File: config.mk
export PLATFORM = sky130hd
export DESIGN_NAME = binary_edge_pixel_marker
export DESIGN_NICKNAME = d
export VERILOG_FILES = /design/src/rtl/core/bepm_pkg.sv /design/src/rtl/core/binary_edge_pixel_marker.sv
export SDC_FILE = /design/constraint.sdc
export NUM_CORES = 2
export LEC_CHECK = 0
export ABC_CLOCK_PERIOD_IN_PS = 15550
export BUFFER_PORTS_ARGS = -buffer_cell sky130_fd_sc_hd__buf_2
export CORE_UTILIZATION = 25
export CTS_CLUSTER_SIZE = 12
export DETAILED_ROUTE_END_ITERATION = 10
export HOLD_SLACK_MARGIN = 0.03
export PLACE_DENSITY_LB_ADDON = 0.3
export SLEW_MARGIN = 40
export SYNTH_ARGS = -nofsm -noshare
export SYNTH_HDL_FRONTEND = slang
export SYNTH_SLANG_ARGS = --single-unit
File: constraint.sdc
create_clock -name clock -period 15.55 [get_ports clock]
set_clock_uncertainty 0.2 [all_clocks]
set_input_delay 1.555 -clock clock [delete_from_list [all_inputs] [get_ports clock]]
set_output_delay 1.555 -clock clock [all_outputs]
set_load 0.05 [all_outputs]
File: src/rtl/core/bepm_pkg.sv
package bepm_pkg;

   // Frame size limits
   localparam int MAX_WIDTH  = 1024;
   localparam int MAX_HEIGHT = 1024;

   // Register and index widths
   localparam int CFG_W     = 11;
   localparam int COL_W     = (MAX_WIDTH > 1) ? $clog2(MAX_WIDTH) : 1;
   localparam int ROW_W     = (MAX_HEIGHT > 1) ? $clog2(MAX_HEIGHT) : 1;
   localparam int CSR_IDX_W = 1;

   // Reset value of both size registers
   localparam logic [CFG_W-1:0] SIZE_RESET = CFG_W'(8);

   typedef enum logic [CSR_IDX_W-1:0] {
      CSR_FRAME_WIDTH  = 1'b0,
      CSR_FRAME_HEIGHT = 1'b1
   } csr_index_type;

   typedef enum logic {
      CMD_PIXEL = 1'b0,
      CMD_DRAIN = 1'b1
   } cmd_type;

   // One line-store word: bit 1 = latest row written at this column, bit 0 = row before
   typedef logic [1:0] word_type;

   // Item travelling from the accept stage to the evaluate stage
   typedef struct packed {
      logic             is_pixel;   // below neighbor present and word written back
      logic             px;
      logic [COL_W-1:0] col;
      logic             emit;       // a result is produced
      logic             up_ok;      // upper neighbor lies inside the frame
      logic             row_end;    // last column of the row
      logic             frame_end;  // last result of the frame
   } item_type;

   // Width register to last column index: 0 acts as 1, large values clamp
   function automatic logic [COL_W-1:0] width_last(input logic [CFG_W-1:0] v);
      logic [COL_W-1:0] r;
      if (v == '0)
         r = '0;
      else if (int'(v) > MAX_WIDTH)
         r = COL_W'(MAX_WIDTH - 1);
      else
         r = COL_W'(v - CFG_W'(1));
      return r;
   endfunction

   // Height register to last row index, same clamping
   function automatic logic [ROW_W-1:0] height_last(input logic [CFG_W-1:0] v);
      logic [ROW_W-1:0] r;
      if (v == '0)
         r = '0;
      else if (int'(v) > MAX_HEIGHT)
         r = ROW_W'(MAX_HEIGHT - 1);
      else
         r = ROW_W'(v - CFG_W'(1));
      return r;
   endfunction

endpackage

File: src/rtl/core/binary_edge_pixel_marker.sv
// Binary boundary marker, 4-neighbor. Pixels enter row by row (req_cmd = 0); each
// result marks a foreground pixel that touches in-frame background above, below,
// left or right, and is given out for row r when the pixel of row r+1 at the same
// column arrives, so row 0 pixels emit nothing. After the last row, issue one drain
// (req_cmd = 1) per column to flush it; drains with nothing pending, and pixels sent
// while drains are pending, are dropped. Writing frame_width or frame_height restarts
// the frame; write them only while the block is idle. One item is taken every clock
// while rsp_ready stays high: the line store is a single-port-read, single-port-write
// memory of two bits per column, read one column ahead, with one evaluate stage and
// a result register behind it.
module binary_edge_pixel_marker (
   input  logic                                  clock,
   input  logic                                  reset,
   // pixel / drain input
   input  logic                                  req_valid,
   output logic                                  req_ready,
   input  logic                                  req_cmd,
   input  logic                                  req_pixel,
   // results
   output logic                                  rsp_valid,
   input  logic                                  rsp_ready,
   output logic                                  rsp_edge_res,
   output logic                                  rsp_row_last,
   output logic                                  rsp_frame_last,
   // register writes
   input  logic                                  csr_valid,
   output logic                                  csr_ready,
   input  logic [bepm_pkg::CSR_IDX_W-1:0]        csr_index,
   input  logic [bepm_pkg::CFG_W-1:0]            csr_wdata
);
   import bepm_pkg::*;

   // Size registers, held as last index
   logic [COL_W-1:0] wlast_ff, wlast_in;
   logic [ROW_W-1:0] hlast_ff, hlast_in;

   // Frame position
   logic [COL_W-1:0] in_col_ff, in_col_in;
   logic [ROW_W-1:0] in_row_ff, in_row_in;
   logic [COL_W-1:0] out_col_ff, out_col_in;
   logic             drain_ff, drain_in;

   // Evaluate stage
   logic             s1_valid_ff, s1_valid_in;
   item_type         s1_ff, s1_in;

   // Column window: left bit of current row, word at current column, word at column 0
   logic             lft_ff, lft_in;
   word_type         ctr_ff, ctr_in;
   word_type         col0_ff, col0_in;

   // Line store
   word_type         mem [MAX_WIDTH];
   word_type         rd_ff;
   logic             rd_en;
   logic [COL_W-1:0] rd_addr;
   logic             we;
   logic [COL_W-1:0] wr_addr;
   word_type         wr_data;

   // Result register
   logic             rsp_valid_ff, rsp_valid_in;
   logic             edge_ff, edge_in;
   logic             rlast_ff, rlast_in;
   logic             flast_ff, flast_in;

   logic             req_fire, csr_fire, item_take, is_drain, s1_adv, edge_val;

   assign csr_ready = 1'b1;
   assign csr_fire  = csr_valid && csr_ready;

   // Evaluate stage moves on when it emits no result or its result has a free slot
   assign s1_adv    = s1_valid_ff && (!s1_ff.emit || !rsp_valid_ff || rsp_ready);
   assign req_ready = !s1_valid_ff || s1_adv;
   assign req_fire  = req_valid && req_ready;
   assign is_drain  = (cmd_type'(req_cmd) == CMD_DRAIN);
   assign item_take = req_fire && (is_drain ? drain_ff : !drain_ff);

   // Accept stage: decode item, advance counters, read one column ahead, take CSR writes
   always_comb begin
      wlast_in   = wlast_ff;
      hlast_in   = hlast_ff;
      in_col_in  = in_col_ff;
      in_row_in  = in_row_ff;
      out_col_in = out_col_ff;
      drain_in   = drain_ff;
      s1_in      = s1_ff;
      rd_en      = item_take;
      rd_addr    = (is_drain ? out_col_ff : in_col_ff) + COL_W'(1);

      if (is_drain) begin
         s1_in.is_pixel  = 1'b0;
         s1_in.px        = 1'b0;
         s1_in.col       = out_col_ff;
         s1_in.emit      = 1'b1;
         s1_in.up_ok     = (hlast_ff != '0);
         s1_in.row_end   = (out_col_ff == wlast_ff);
         s1_in.frame_end = (out_col_ff == wlast_ff);
      end else begin
         s1_in.is_pixel  = 1'b1;
         s1_in.px        = req_pixel;
         s1_in.col       = in_col_ff;
         s1_in.emit      = (in_row_ff != '0);
         s1_in.up_ok     = (in_row_ff != '0) && (in_row_ff != ROW_W'(1));
         s1_in.row_end   = (in_col_ff == wlast_ff);
         s1_in.frame_end = 1'b0;
      end

      if (csr_fire) begin
         case (csr_index_type'(csr_index))
            CSR_FRAME_WIDTH:  wlast_in = width_last(csr_wdata);
            CSR_FRAME_HEIGHT: hlast_in = height_last(csr_wdata);
            default: ;
         endcase
         in_col_in  = '0;
         in_row_in  = '0;
         out_col_in = '0;
         drain_in   = 1'b0;
      end else if (item_take) begin
         if (is_drain) begin
            if (out_col_ff == wlast_ff) begin
               out_col_in = '0;
               drain_in   = 1'b0;
            end else begin
               out_col_in = out_col_ff + COL_W'(1);
            end
         end else if (in_col_ff == wlast_ff) begin
            in_col_in = '0;
            if (in_row_ff == hlast_ff) begin
               in_row_in  = '0;
               drain_in   = 1'b1;
               out_col_in = '0;
            end else begin
               in_row_in = in_row_ff + ROW_W'(1);
            end
         end else begin
            in_col_in = in_col_ff + COL_W'(1);
         end
      end

      if (item_take)
         s1_valid_in = 1'b1;
      else if (s1_adv)
         s1_valid_in = 1'b0;
      else
         s1_valid_in = s1_valid_ff;
   end

   // Evaluate stage: edge decision, write-back, window shift, result load
   always_comb begin
      edge_val = ctr_ff[1] && (
                    (s1_ff.up_ok && !ctr_ff[0]) ||
                    (s1_ff.is_pixel && !s1_ff.px) ||
                    ((s1_ff.col != '0) && !lft_ff) ||
                    (!s1_ff.row_end && !rd_ff[1]));

      we      = s1_adv && s1_ff.is_pixel;
      wr_addr = s1_ff.col;
      wr_data = {s1_ff.px, ctr_ff[1]};

      lft_in  = lft_ff;
      ctr_in  = ctr_ff;
      col0_in = col0_ff;
      if (we && (s1_ff.col == '0))
         col0_in = wr_data;
      if (s1_adv) begin
         lft_in = ctr_ff[1];
         ctr_in = s1_ff.row_end ? col0_in : rd_ff;
      end

      edge_in  = edge_ff;
      rlast_in = rlast_ff;
      flast_in = flast_ff;
      if (s1_adv && s1_ff.emit) begin
         rsp_valid_in = 1'b1;
         edge_in      = edge_val;
         rlast_in     = s1_ff.row_end;
         flast_in     = s1_ff.frame_end;
      end else if (rsp_ready) begin
         rsp_valid_in = 1'b0;
      end else begin
         rsp_valid_in = rsp_valid_ff;
      end
   end

   // Line store, with the same-cycle write forwarded to the read
   always_ff @(posedge clock) begin
      if (we)
         mem[wr_addr] <= wr_data;
      if (rd_en)
         rd_ff <= (we && (wr_addr == rd_addr)) ? wr_data : mem[rd_addr];
   end

   // Control state
   always_ff @(posedge clock) begin
      if (reset) begin
         wlast_ff     <= width_last(SIZE_RESET);
         hlast_ff     <= height_last(SIZE_RESET);
         in_col_ff    <= '0;
         in_row_ff    <= '0;
         out_col_ff   <= '0;
         drain_ff     <= 1'b0;
         s1_valid_ff  <= 1'b0;
         rsp_valid_ff <= 1'b0;
      end else begin
         wlast_ff     <= wlast_in;
         hlast_ff     <= hlast_in;
         in_col_ff    <= in_col_in;
         in_row_ff    <= in_row_in;
         out_col_ff   <= out_col_in;
         drain_ff     <= drain_in;
         s1_valid_ff  <= s1_valid_in;
         rsp_valid_ff <= rsp_valid_in;
      end
   end

   // Payload registers
   always_ff @(posedge clock) begin
      if (item_take)
         s1_ff <= s1_in;
      lft_ff   <= lft_in;
      ctr_ff   <= ctr_in;
      col0_ff  <= col0_in;
      edge_ff  <= edge_in;
      rlast_ff <= rlast_in;
      flast_ff <= flast_in;
   end

   assign rsp_valid      = rsp_valid_ff;
   assign rsp_edge_res   = edge_ff;
   assign rsp_row_last   = rlast_ff;
   assign rsp_frame_last = flast_ff;

endmodule
==> impl_metrics.yaml <==
critical_path:
  cp.arrival_ps: 7650
  critPathKind: "in -> reg"
  critPathCapture: "rd_ff[1]"
  critPathMaxStageDelay_ps: 770
  crit_start: "req_cmd"
  cp.required_ps: 15960
  cp-end-kind: "register"
  reg2reg_setup_slack_ps: 8960
  critPathLaunchType: "input port"
  r2r_start: "out_col_ff[0]"
  critPathMaxFanout: 54
  rr_worst_depth: 13
  reg2reg_to: "rd_ff[1]"
  crit_chain: "buf_2, mux2_8, buf_4, buf_6, buf_12, buf_6, mux4_2, and3_1, a2111oi_0, o41ai_1, a41oi_1, a41oi_1, o22ai_1, a221oi_1"
  cp_slowest_cell: "a41oi_1"
route:
  routed_wl_microns: 275000
  wire_per_inst_microns: 27.7
  drc: 0
  vias: 48900
  first_pass_iters: 5
  drt_iter0_markers: 6311
  viasPerCell: 4.93
  ant_nets: 0
floorplanning:
  core_area_sq_mm: 0.347
  design.die.area_sq_mm: 0.352
  die_w_microns: 594
  fp-row-count: 216
  io_pins: 25
  initial_utilization_pct: 25.2
  die_h_microns: 594
final_layout:
  nNetsFinal: 5186
  fill_cells: 34300
  drive_above_1_share_pct: 20.4
  ff_latch_area_sq_mm: 0.0633
  final_cell_mix: "edfxtp_1, nor2_1, mux4_2"
  multi_input_area_sq_mm: 0.0229
  final_cell_area_sq_mm: 0.100
  syn_to_final_growth_pct: 14.6
  layout_commonest_cell: "edfxtp_1"
power_and_ir_drop:
  power.leakage_nw: 29.3
  p_seq_share_pct: 54.5
  switchingPower_mw: 2.42
  combPwrFrac_pct: 2.2
  p_int_mw: 9.08
  pwr-share-clk_pct: 43.3
  power_density_mw_per_mm2: 115
  max-vdd-ir-drop_mv: 0.102
  switching_share_pct: 21.0
synthesis:
  syn-num-nets: 5201
  syn_inst: 5175
  synth_edf_count: 2072
  ys_seq_area_share_pct: 72.4
  synth_largest_area_cell: "edfxtp_1"
  yosys_warnings: 0
  syn-cell-area_sq_mm: 0.0875
  yosys_most_used_dff: "edfxtp_1"
  synth_seq_cells: 2127
  async_flop_share_pct: 0
  synth_area_per_cell_sq_um: 16.9
  synth_top_area_share_pct: 71.1
  synth.area.top_cells: "edfxtp_1, mux4_2, nor2_1"
  yosysUniqueCellTypes: 76
cts:
  clock_sinks: 2127
  cts_max_level: 4
  ctsResizeCount: 0
  ctsRootBufferMaster: "clkbuf_16"
  postCtsSetupBuffers: 0
  ctsHoldBuffers: 0
  clkTransAtPathRegs_ps: 60
  numCtsBuffers: 221
  cts.path.max_buffers: 3
  insertion_delay_ps: 910
  cts_tree: "yes"
place:
  gp_congestion: 0.793
  place_area_sq_mm: 0.0936
  dp_hpwl_microns: 151000
  port_buffers: 23
timing:
  rsz0062_at_grt: "false"
  drv_slew: 0
  hold_viol: 0
  maxSlewHeadroom_pct: 39.7
  finalCritPeriodShare_pct: 46.6
  finalSetupTns_ps: 0
  finalCriticalPeriod_ps: 7240
  worst_slew_pin_slew_ps: 892
  fmax_mhz: 138
  setup_viol: 0
worst_hold_path:
  worst_hold_path_type: "reg -> reg"
flow_run:
  drv_cap: 0
global_route:
  antenna_found_initial: 18
  grt_pass1_wl_microns: 386000
  grt_pass1_vias: 49200
  grtUsageTotal_pct: 15.3
  grt_overflow: 0
  grt_max_degree: 167
run_status:
  status: "completed"
[kinds of logic (layout without fill, tap and decap cells)]
| group | count (synthesis) | in the layout | share of synthesized area, % |
|---|---|---|---|
| muxes | 595 | 595 | 14.4 |
| AOI/OAI and AO/OA | 297 | 297 | 2.46 |
| adders and majority gates | 8 | 8 | 0.112 |
| DFF | 2127 | 2127 | 72.4 |
| and+or+nand+nor | 1638 | 1638 | 7.66 |
| other | 1 | 4 | 0.00429 |
| xor gates and xnor gates | 77 | 77 | 0.802 |
| buffers and inverters | 432 | 586 | 2.23 |
[cell type report]
type | count | area share, %
diodes | 3 | 0.00748
clock buffers | 287 | 5.82
clock inverters | 105 | 0.790
inverters | 19 | 0.0711
multi-input cells | 2616 | 22.8
flip-flops and latches | 2127 | 63.1
well taps | 4578 | 5.71
repair buffers | 175 | 1.65
[routing by layer]
layer | vias up | wire [microns] | track usage [%]
met1 | 26200 | 117000 | 21.6
met5 | - | 27 | 0
met3 | 338 | 23600 | 2.89
met4 | 4 | 6520 | 3.90
met2 | 2211 | 127000 | 24.0
li1 | 20100 | - | -
[sequential cells by signal (all words and copies together) (netlist names), 2 cells and up]
register    count
s1_ff           6
col0_ff         2
wlast_ff       10
in_col_ff      10
in_row_ff      10
hlast_ff       10
wr_addr        10
rd_ff           2
mem          2048
out_col_ff     10
ctr_ff          2
[power by group through the flow]
stage	registers (mW)	logic, mW	clock network, mW
floorplan	6.47	0.145	0
global placement	6.39	0.251	0
detailed placement	6.39	0.257	0
CTS	6.27	0.258	5.06
global route	6.26	0.274	5.26
finish	6.27	0.256	4.98
[synth_stat cells (8+ instances only)]
| cell type | n |
|---|---|
| edfxtp_1 | 2072 |
| nor2_1 | 1090 |
| mux4_2 | 527 |
| clkbuf_1 | 299 |
| nand2_1 | 295 |
| nand3_1 | 72 |
| mux2i_1 | 59 |
| dfxtp_1 | 55 |
| and3_1 | 47 |
| a21oi_1 | 45 |
| a22oi_1 | 45 |
| xor2_1 | 44 |
| buf_4 | 42 |
| nand4_1 | 42 |
| a211oi_1 | 40 |
| buf_2 | 40 |
| o21ai_0 | 35 |
| xnor2_1 | 31 |
| nor3_1 | 24 |
| a32oi_1 | 22 |
| inv_1 | 18 |
| nor4_1 | 18 |
| a2111oi_0 | 17 |
| buf_1 | 16 |
| buf_6 | 16 |
| a311oi_1 | 14 |
| a31oi_1 | 14 |
| nor3b_1 | 9 |
| or3_1 | 9 |
| mux2_2 | 8 |
[critical path, delay by kind of cell]
family | cells | cell delay [ps]
and+or+nand+nor | 1 | 180
buffers and inverters | 5 | 2750
AOI/OAI and AO/OA | 6 | 1620
muxes | 2 | 1260
[through the flow]
| stage | power [mW] | cells | hold WS, ps | utilization [%] | worst slack, ps |
|---|---|---|---|---|---|
| floorplan | 6.61 | 5175 | 200 | - | 607 |
| global placement | 6.64 | 9504 | 250 | 26.8 | 6640 |
| detailed placement | 6.64 | 9513 | 247 | 26.9 | 7180 |
| CTS | 11.6 | 9905 | 267 | 28.8 | 8100 |
| global route | 11.8 | 9908 | 281 | 28.9 | 7780 |
| finish | 11.5 | 9910 | 263 | 28.9 | 8310 |
[worst min-delay path by stage]
stage | from | endpoint | slack (ps) | cells past startpoint
6_report | s1_ff[0] | rsp_frame_last | 260 | 0
5_1_grt | s1_ff[0] | rsp_frame_last | 280 | 0
4_1_cts | s1_ff[0] | rsp_frame_last | 270 | 0
3_5_place_dp | s1_ff[0] | rsp_frame_last | 250 | 0
3_3_place_gp | s1_ff[0] | rsp_frame_last | 250 | 0
2_1_floorplan | s1_ff[0] | rsp_frame_last | 200 | 0
(Power assumes the default switching activity.)
